**config.mk**
```make
export PLATFORM = sky130hd
export DESIGN_NAME = lru_page_replacement
export DESIGN_NICKNAME = d
export VERILOG_FILES = /design/src/rtl/lru_pkg.sv /design/src/rtl/lru_page_replacement.sv /design/src/rtl/lru_ctrl.sv /design/src/rtl/lru_dp.sv
export SDC_FILE = /design/constraint.sdc
export NUM_CORES = 1
export LEC_CHECK = 0
export ABC_CLOCK_PERIOD_IN_PS = 4000
export BUFFER_PORTS_ARGS = -buffer_cell sky130_fd_sc_hd__buf_4
export CAP_MARGIN = 20
export CORE_ASPECT_RATIO = 0.9
export CORE_MARGIN = 10
export CORE_UTILIZATION = 40
export CTS_CLUSTER_SIZE = 25
export DETAILED_ROUTE_END_ITERATION = 7
export PLACE_DENSITY = 0.67
export SYNTH_ARGS = -nofsm -noshare
export SYNTH_HDL_FRONTEND = slang
export SYNTH_SLANG_ARGS = --single-unit
```
**constraint.sdc**
```tcl
create_clock -name clk_i -period 4 [get_ports clk_i]
set_input_delay 0.4 -clock clk_i [delete_from_list [all_inputs] [get_ports clk_i]]
set_output_delay 0.4 -clock clk_i [all_outputs]
set_load 0.05 [all_outputs]
```
**src/rtl/lru_pkg.sv**
```systemverilog
package lru_pkg;

  // Controller states.
  typedef enum logic [1:0] {
    ST_IDLE,
    ST_SCAN,
    ST_FINISH,
    ST_UPDATE
  } state_e;

  // Commands from the controller to the datapath.
  typedef struct packed {
    logic start;   // latch the page and clear the search trackers
    logic scan;    // read the frame at the scan index and advance it
    logic update;  // commit the replacement decision and load the result
  } cmd_t;

  // Status from the datapath to the controller.
  typedef struct packed {
    logic scan_last;  // the scan index points at the last frame
  } sts_t;

  localparam int unsigned SlotOutBits = 2;
  localparam int unsigned PageOutBits = 8;
  localparam int unsigned CountBits   = 32;

endpackage

```
**src/rtl/lru_page_replacement.sv**
```systemverilog
// LRU page replacement over FRAMES fully associative frames. A request is
// taken when start is high and busy is low; its result appears on the
// result ports for exactly one cycle, marked by result_valid_o, and must be
// captured then, since the receiver cannot stall the block. While a request
// is busy, the frame page store is read one frame per cycle through its
// single read port, a finish state completes the last compare and an update
// state commits the replacement. The strobe follows in the next cycle,
// during which busy is already low, so a new request can be taken while the
// strobe is shown. The hit and fault totals saturate at their maximum.
module lru_page_replacement #(
  parameter int unsigned FRAMES    = 4,
  parameter int unsigned PAGE_BITS = 8
) (
  input  logic                            clk_i,
  input  logic                            rst_ni,
  input  logic                            start,
  output logic                            busy,
  input  logic [lru_pkg::PageOutBits-1:0] page_number_i,
  output logic                            result_valid_o,
  output logic                            hit_o,
  output logic [lru_pkg::SlotOutBits-1:0] slot_o,
  output logic                            evicted_valid_o,
  output logic [lru_pkg::PageOutBits-1:0] evicted_page_o,
  output logic [lru_pkg::CountBits-1:0]   hit_total_o,
  output logic [lru_pkg::CountBits-1:0]   fault_total_o
);

  lru_pkg::cmd_t cmd;
  lru_pkg::sts_t sts;

  // Sequencer.
  lru_ctrl u_ctrl (
    .clk_i   (clk_i),
    .rst_ni  (rst_ni),
    .start_i (start),
    .sts_i   (sts),
    .cmd_o   (cmd),
    .busy_o  (busy)
  );

  // Frame store, search and recency logic.
  lru_dp #(
    .FRAMES    (FRAMES),
    .PAGE_BITS (PAGE_BITS)
  ) u_dp (
    .clk_i           (clk_i),
    .rst_ni          (rst_ni),
    .cmd_i           (cmd),
    .sts_o           (sts),
    .page_number_i   (page_number_i),
    .result_valid_o  (result_valid_o),
    .hit_o           (hit_o),
    .slot_o          (slot_o),
    .evicted_valid_o (evicted_valid_o),
    .evicted_page_o  (evicted_page_o),
    .hit_total_o     (hit_total_o),
    .fault_total_o   (fault_total_o)
  );

  // An accepted request keeps the block busy in the next cycle.
  assert property (@(posedge clk_i) disable iff (!rst_ni)
    (start && !busy) |=> busy)
    else $error("busy did not rise after an accepted request");

  // Every commit produces exactly one result strobe in the next cycle.
  assert property (@(posedge clk_i) disable iff (!rst_ni)
    cmd.update |=> (result_valid_o && !busy))
    else $error("commit was not followed by a result strobe");

  // A hit never reports an eviction.
  assert property (@(posedge clk_i) disable iff (!rst_ni)
    (result_valid_o && hit_o) |-> (!evicted_valid_o && (evicted_page_o == '0)))
    else $error("hit reported an evicted page");

  // The scan and commit commands never overlap a new request.
  assert property (@(posedge clk_i) disable iff (!rst_ni)
    (cmd.scan || cmd.update) |-> !cmd.start)
    else $error("request started while a previous one was in progress");

endmodule

```
**src/rtl/lru_ctrl.sv**
```systemverilog
module lru_ctrl (
  input  logic          clk_i,
  input  logic          rst_ni,
  input  logic          start_i,
  input  lru_pkg::sts_t sts_i,
  output lru_pkg::cmd_t cmd_o,
  output logic          busy_o
);

  lru_pkg::state_e state_q, state_d;

  // State register.
  always_ff @(posedge clk_i or negedge rst_ni) begin
    if (!rst_ni) begin
      state_q <= lru_pkg::ST_IDLE;
    end else begin
      state_q <= state_d;
    end
  end

  // Next state and commands.
  always_comb begin
    state_d      = state_q;
    cmd_o        = '0;
    busy_o       = 1'b1;
    unique case (state_q)
      lru_pkg::ST_IDLE: begin
        busy_o = 1'b0;
        if (start_i) begin
          cmd_o.start = 1'b1;
          state_d     = lru_pkg::ST_SCAN;
        end
      end
      lru_pkg::ST_SCAN: begin
        cmd_o.scan = 1'b1;
        if (sts_i.scan_last) begin
          state_d = lru_pkg::ST_FINISH;
        end
      end
      lru_pkg::ST_FINISH: begin
        // The last frame read is compared in this cycle.
        state_d = lru_pkg::ST_UPDATE;
      end
      lru_pkg::ST_UPDATE: begin
        cmd_o.update = 1'b1;
        state_d      = lru_pkg::ST_IDLE;
      end
      default: begin
        state_d = lru_pkg::ST_IDLE;
      end
    endcase
  end

endmodule

```
**src/rtl/lru_dp.sv**
```systemverilog
module lru_dp #(
  parameter int unsigned FRAMES    = 4,
  parameter int unsigned PAGE_BITS = 8
) (
  input  logic                              clk_i,
  input  logic                              rst_ni,
  input  lru_pkg::cmd_t                     cmd_i,
  output lru_pkg::sts_t                     sts_o,
  input  logic [lru_pkg::PageOutBits-1:0]   page_number_i,
  output logic                              result_valid_o,
  output logic                              hit_o,
  output logic [lru_pkg::SlotOutBits-1:0]   slot_o,
  output logic                              evicted_valid_o,
  output logic [lru_pkg::PageOutBits-1:0]   evicted_page_o,
  output logic [lru_pkg::CountBits-1:0]     hit_total_o,
  output logic [lru_pkg::CountBits-1:0]     fault_total_o
);

  localparam int unsigned IdxW  = (FRAMES > 1) ? $clog2(FRAMES) : 1;
  localparam int unsigned RankW = IdxW;
  localparam int unsigned OutW  = lru_pkg::PageOutBits;
  localparam int unsigned SlotW = lru_pkg::SlotOutBits;
  localparam int unsigned CntW  = lru_pkg::CountBits;

  // Frame contents, valid bits and age ranks (0 is the most recent).
  logic [PAGE_BITS-1:0] frame_page_q [FRAMES];
  logic [FRAMES-1:0]    valid_q, valid_d;
  logic [RankW-1:0]     rank_q [FRAMES];
  logic [RankW-1:0]     rank_d [FRAMES];

  // Request page, scan pointer and the registered frame read.
  logic [PAGE_BITS-1:0] page_q;
  logic [PAGE_BITS-1:0] page_in;
  logic [PAGE_BITS+OutW-1:0] page_ext;
  logic [IdxW-1:0]      idx_q;
  logic [IdxW-1:0]      cmp_idx_q;
  logic                 cmp_en_q;
  logic [PAGE_BITS-1:0] rd_q;

  // Search trackers.
  logic                 found_q;
  logic [IdxW-1:0]      hit_slot_q;
  logic [RankW-1:0]     hit_rank_q;
  logic                 empty_q;
  logic [IdxW-1:0]      empty_slot_q;
  logic [IdxW-1:0]      old_slot_q;
  logic [RankW-1:0]     old_rank_q;
  logic [PAGE_BITS-1:0] old_page_q;

  // Replacement decision.
  logic [IdxW-1:0]      slot;
  logic [RankW-1:0]     limit;
  logic                 age_all;
  logic                 evict;
  logic [PAGE_BITS+OutW-1:0] ev_ext;
  logic [IdxW+SlotW-1:0]     slot_ext;

  // Counters and result registers.
  logic [CntW-1:0]      hit_cnt_q, fault_cnt_q;
  logic                 res_vld_q;
  logic                 res_hit_q;
  logic [SlotW-1:0]     res_slot_q;
  logic                 res_ev_vld_q;
  logic [OutW-1:0]      res_ev_page_q;

  // Only the low PAGE_BITS bits of the request take part.
  assign page_ext = {{PAGE_BITS{1'b0}}, page_number_i};
  assign page_in  = page_ext[PAGE_BITS-1:0];

  assign sts_o.scan_last = (idx_q == IdxW'(FRAMES - 1));

  // Scan pointer and compare-stage control.
  always_ff @(posedge clk_i or negedge rst_ni) begin
    if (!rst_ni) begin
      idx_q    <= '0;
      cmp_en_q <= 1'b0;
    end else begin
      cmp_en_q <= cmd_i.scan;
      if (cmd_i.start) begin
        idx_q <= '0;
      end else if (cmd_i.scan) begin
        idx_q <= idx_q + IdxW'(1);
      end
    end
  end

  // Frame page store: one read for the scan, one write on a fault.
  always_ff @(posedge clk_i) begin
    if (cmd_i.scan) begin
      rd_q <= frame_page_q[idx_q];
    end
    if (cmd_i.update && !found_q) begin
      frame_page_q[slot] <= page_q;
    end
  end

  // Compare stage: first hit, first empty frame, oldest frame.
  always_ff @(posedge clk_i) begin
    if (cmd_i.scan) begin
      cmp_idx_q <= idx_q;
    end
    if (cmd_i.start) begin
      page_q  <= page_in;
      found_q <= 1'b0;
      empty_q <= 1'b0;
    end else if (cmp_en_q) begin
      if (!found_q && valid_q[cmp_idx_q] && (rd_q == page_q)) begin
        found_q    <= 1'b1;
        hit_slot_q <= cmp_idx_q;
        hit_rank_q <= rank_q[cmp_idx_q];
      end
      if (!empty_q && !valid_q[cmp_idx_q]) begin
        empty_q      <= 1'b1;
        empty_slot_q <= cmp_idx_q;
      end
      if ((cmp_idx_q == '0) || (rank_q[cmp_idx_q] > old_rank_q)) begin
        old_slot_q <= cmp_idx_q;
        old_rank_q <= rank_q[cmp_idx_q];
        old_page_q <= rd_q;
      end
    end
  end

  // Pick the frame to use and how far the recency update reaches.
  always_comb begin
    age_all = 1'b0;
    evict   = 1'b0;
    priority if (found_q) begin
      slot  = hit_slot_q;
      limit = hit_rank_q;
    end else if (empty_q) begin
      slot    = empty_slot_q;
      limit   = hit_rank_q;
      age_all = 1'b1;
    end else begin
      slot  = old_slot_q;
      limit = old_rank_q;
      evict = 1'b1;
    end
  end

  // Recency update: the used frame becomes the youngest, younger ones age.
  always_comb begin
    valid_d = valid_q;
    for (int i = 0; i < FRAMES; i++) begin
      rank_d[i] = rank_q[i];
      if (IdxW'(i) == slot) begin
        rank_d[i]  = '0;
        valid_d[i] = 1'b1;
      end else if (valid_q[i] && (age_all || (rank_q[i] < limit))) begin
        rank_d[i] = rank_q[i] + RankW'(1);
      end
    end
  end

  // Frame state and counters.
  always_ff @(posedge clk_i or negedge rst_ni) begin
    if (!rst_ni) begin
      valid_q     <= '0;
      hit_cnt_q   <= '0;
      fault_cnt_q <= '0;
      for (int i = 0; i < FRAMES; i++) begin
        rank_q[i] <= '0;
      end
    end else if (cmd_i.update) begin
      valid_q <= valid_d;
      for (int i = 0; i < FRAMES; i++) begin
        rank_q[i] <= rank_d[i];
      end
      if (found_q) begin
        if (hit_cnt_q != '1) begin
          hit_cnt_q <= hit_cnt_q + CntW'(1);
        end
      end else if (fault_cnt_q != '1) begin
        fault_cnt_q <= fault_cnt_q + CntW'(1);
      end
    end
  end

  assign ev_ext   = {{OutW{1'b0}}, old_page_q};
  assign slot_ext = {{SlotW{1'b0}}, slot};

  // Result strobe.
  always_ff @(posedge clk_i or negedge rst_ni) begin
    if (!rst_ni) begin
      res_vld_q <= 1'b0;
    end else begin
      res_vld_q <= cmd_i.update;
    end
  end

  // Result fields, held until the next request completes.
  always_ff @(posedge clk_i) begin
    if (cmd_i.update) begin
      res_hit_q     <= found_q;
      res_slot_q    <= slot_ext[SlotW-1:0];
      res_ev_vld_q  <= evict;
      res_ev_page_q <= evict ? ev_ext[OutW-1:0] : '0;
    end
  end

  assign result_valid_o  = res_vld_q;
  assign hit_o           = res_hit_q;
  assign slot_o          = res_slot_q;
  assign evicted_valid_o = res_ev_vld_q;
  assign evicted_page_o  = res_ev_page_q;
  assign hit_total_o     = hit_cnt_q;
  assign fault_total_o   = fault_cnt_q;

endmodule

```
==> run summary <==
===============================================================================
Mapped Nets                                                                 562
Worst skew pair latency                                                 0.43 ns
Number of antenna-violating nets in the routed design                         0
Largest area contributor in the netlist                            sky130_fd_sc_hd__edfxtp_1
Clock Path Buffers                                                            2
Root buf cell                                                      sky130_fd_sc_hd__clkbuf_16
Sequential fraction of the synthesis area                                 63.3%
Maximum resistive drop on vdd                                        0.000512 V
Detailed Routing Iterations Pass 1                                            5
Setup repair after global routing missed its margin                       false
Slew at the pin with the worst max-slew slack                          0.910 ns
Leakage power                                                           3.58 nW
Relative area change from synthesis to final layout                       22.1%
Number of instances in the synthesized netlist                              537
Clock buffer count from CTS                                                  17
Core ar.                                                            17600 sq um
Shortest clock period the worst path allows after layout                2.72 ns
Worst hold stages                                                             1
Number of hold-slack violations in the final timing report                    0
Count of state elements after synthesis                                     164
Sum of negative setup slack                                                0 ns
Count of flip-flops with a built-in enable after synthesis                   80
CTS tree                                                                    yes
Hold buffer count at CTS                                                      0
Cell types with the largest area share after synthesis             sky130_fd_sc_hd__edfxtp_1, sky130_fd_sc_hd__dfrtp_1, sky130_fd_sc_hd__xnor2_1
DP HPWL                                                                 10.9 mm
Class of the most critical setup path                                   reg2reg
Vert. Die Dim                                                       146 microns
1st-iter DRT viols                                                          236
Synth Flop Type                                                    sky130_fd_sc_hd__dfrtp_1
Final weighted congestion of routability-driven global placement          0.831
Sink Count                                                                  164
Layout cell share with drive strength beyond 1                            23.2%
Global Route Usage Sum                                                    13.3%
Largest net degree at the start of global routing                            83
Slowest CP cell                                                    sky130_fd_sc_hd__nor2_1
Kind of end point of the critical path                                     flop
Number of rows in the core area                                              46
Power per cell area                                                 662 nW/um^2
Worst path bufs/invs                                                          0
Hold Path Class                                                          in2reg
Final setup violation count                                                   0
Max-slew violations                                                           0
DRC violations left                                                           0
Largest fanout on the critical path                                          12
Post-CTS Setup Bufs                                                           0
Overall die area                                                    23500 sq um
Clock transition at the registers of the reported paths                 0.07 ns
Ordered cell list for the critical path                            mux4_2 > ha_1 > a21oi_1 > a21oi_1 > nor2_1 > nor2_1
Nets@finish                                                                 666
# H-tree levels                                                               4
Final Hold Slack                                                       0.146 ns
Leading cell type in the layout, fill and taps excluded            sky130_fd_sc_hd__buf_4
Remaining Overflow, GRT                                                       0
Total detailed-routing wirelength                                       15.4 mm
Setup clock skew after layout                                        0.00821 ns
Peak per-stage delay on the critical path                               0.68 ns
Synth Area per Inst                                                  13.2 sq um
Cell count along the critical path                                            6
Wire per inst                                                      17.2 microns
Count of cells resized by post-cts repair                                     0
Max-cap check violation count                                                 0
Effective utilization at floorplan                                        40.5%
Depth of the most critical reg-to-reg path                                    6
Tightest slew margin relative to the limit                                39.1%
Number of vias in the routed layout                                        4632
Number of buffers inserted by port buffering                                 88
Number of global-route vias before repair                                  4767
Synth unique cells                                                           51
Share of Yosys cell area claimed by the top area cell type                33.8%
Diode count                                                                   0
Fmax                                                                  0.367 GHz
Commonest cells after routing, fill and taps aside                 sky130_fd_sc_hd__buf_4, sky130_fd_sc_hd__dfrtp_1, sky130_fd_sc_hd__edfxtp_1, sky130_fd_sc_hd__xnor2_1, sky130_fd_sc_hd__nor2_1
Via density per instance                                                   5.18
Post-synth design cell area                                          7100 sq um
Post-synthesis async set-or-reset flop share                              50.0%
First-pass GRT wire length                                              25.1 mm
Data arrival time of the critical path                                  2.78 ns
Final Cycle Share                                                         68.1%
Pre-CTS WS                                                              1.24 ns
Num ports                                                                    89
Run status                                                         complete, no violations
Setup ws final                                                          1.28 ns
Kind of start point of the critical path                                   flop
Initial antenna violation count                                               0
Die X                                                               160 microns
Crit-path leading delay family                                     simple AND/OR/NAND/NOR gates
Synthesis warning total                                                       0
Required time of the worst setup path                                   4.05 ns
===============================================================================
sequential cells by signal (all words and copies together), names as in the netlist, 2 cells and up:
signal,count
u_dp.evicted_page_o,8
u_dp.valid_q,4
u_dp.slot_o,2
u_dp.old_page_q,8
u_dp.rd_q,8
u_dp.empty_slot_q,2
u_dp.idx_q,2
u_dp.page_q,8
u_dp.cmp_idx_q,2
u_dp.hit_slot_q,2
u_dp.fault_total_o,32
u_dp.hit_total_o,32
u_dp.old_rank_q,2
u_ctrl.state_q,2
u_dp.frame_page_q,32
u_dp.hit_rank_q,2
u_dp.rank_q,8
u_dp.old_slot_q,2
cells in the mapped netlist (all sizes together), types with 8 or more instances:
| cell type | n |
|---|---|
| edfxtp | 80 |
| nand2 | 30 |
| xor2 | 26 |
| a21o | 8 |
| xnor2 | 42 |
| and2 | 13 |
| nor4 | 9 |
| dfrtp | 82 |
| nand3 | 25 |
| nor3 | 14 |
| ha | 14 |
| nor2 | 41 |
| mux4 | 11 |
| inv | 22 |
| nand4 | 25 |
| and3 | 10 |
area by class of cell:
class	instances	area [sq um]
Fill cell	1552	8880
Sequential cell	164	4490
Multi-Input combinational cell	339	2460
Timing Repair Buffer	97	748
Clock buffer	17	425
Tap cell	240	300
Clock inverter	15	163
Inverter	22	82.6
final timing paths:
kind	start	endpoint	slack (ns)
worst max-delay path	u_dp.cmp_idx_q[0]	u_dp.old_page_q[1]	1.28
worst min register to register	u_dp.rd_q[6]	u_dp.old_page_q[6]	0.50
worst max register to register	u_dp.cmp_idx_q[0]	u_dp.old_page_q[1]	1.28
worst min-delay path	page_number_i[6]	u_dp.page_q[6]	0.15
max in group asynchronous	rst_ni	u_dp.valid_q[3]	2.95
min in group asynchronous	rst_ni	u_dp.hit_total_o[20]	0.44
per-layer routing:
metal | wire (microns) | GRT usage, %
met1 | 6850 | 16.4
met2 | 7650 | 21.8
met3 | 713 | 3.85
met4 | 206 | 4.31
met5 | 0 | 0
worst register-to-register path, cell delays in order, from the launching register on:
cell and delay, ns:
sky130_fd_sc_hd__edfxtp_1 0.52, sky130_fd_sc_hd__mux4_2 0.60, sky130_fd_sc_hd__ha_1 0.33, sky130_fd_sc_hd__a21oi_1 0.07, sky130_fd_sc_hd__a21oi_1 0.11, sky130_fd_sc_hd__nor2_1 0.05, sky130_fd_sc_hd__nor2_1 0.68
metrics by stage:
step	total power, W	instance area [sq um]	utilization (%)	cells
after CTS	0.00580	8630	49.2	891
after global placement	0.00410	8040	45.8	858
after detailed placement	0.00419	8050	45.8	859
after global routing	0.00607	8680	49.4	894
after floorplan	0.00367	7100	-	537
final	0.00575	8680	49.4	894
report_power, final:
part / leakage [nW] / internal [W] / switching (W)
clock network: 0.282 / 0.000834 / 0.000760
logic: 1.46 / 0.000614 / 0.000995
registers: 1.84 / 0.00224 / 0.000303
total: 3.58 / 0.00369 / 0.00206
logic make-up (layout without fill, tap and decap cells):
| kind of cell | Yosys count | after routing | synth area share [%] |
|---|---|---|---|
| simple gates | 193 | 193 | 14.6 |
| flops | 164 | 164 | 63.3 |
| xor+xnor | 68 | 68 | 8.38 |
| compound gates | 46 | 46 | 4.72 |
| buf+inv | 34 | 151 | 2.06 |
| mux | 18 | 18 | 4.53 |
| fa+ha+maj | 14 | 14 | 2.47 |
(Power assumes the default switching activity.)
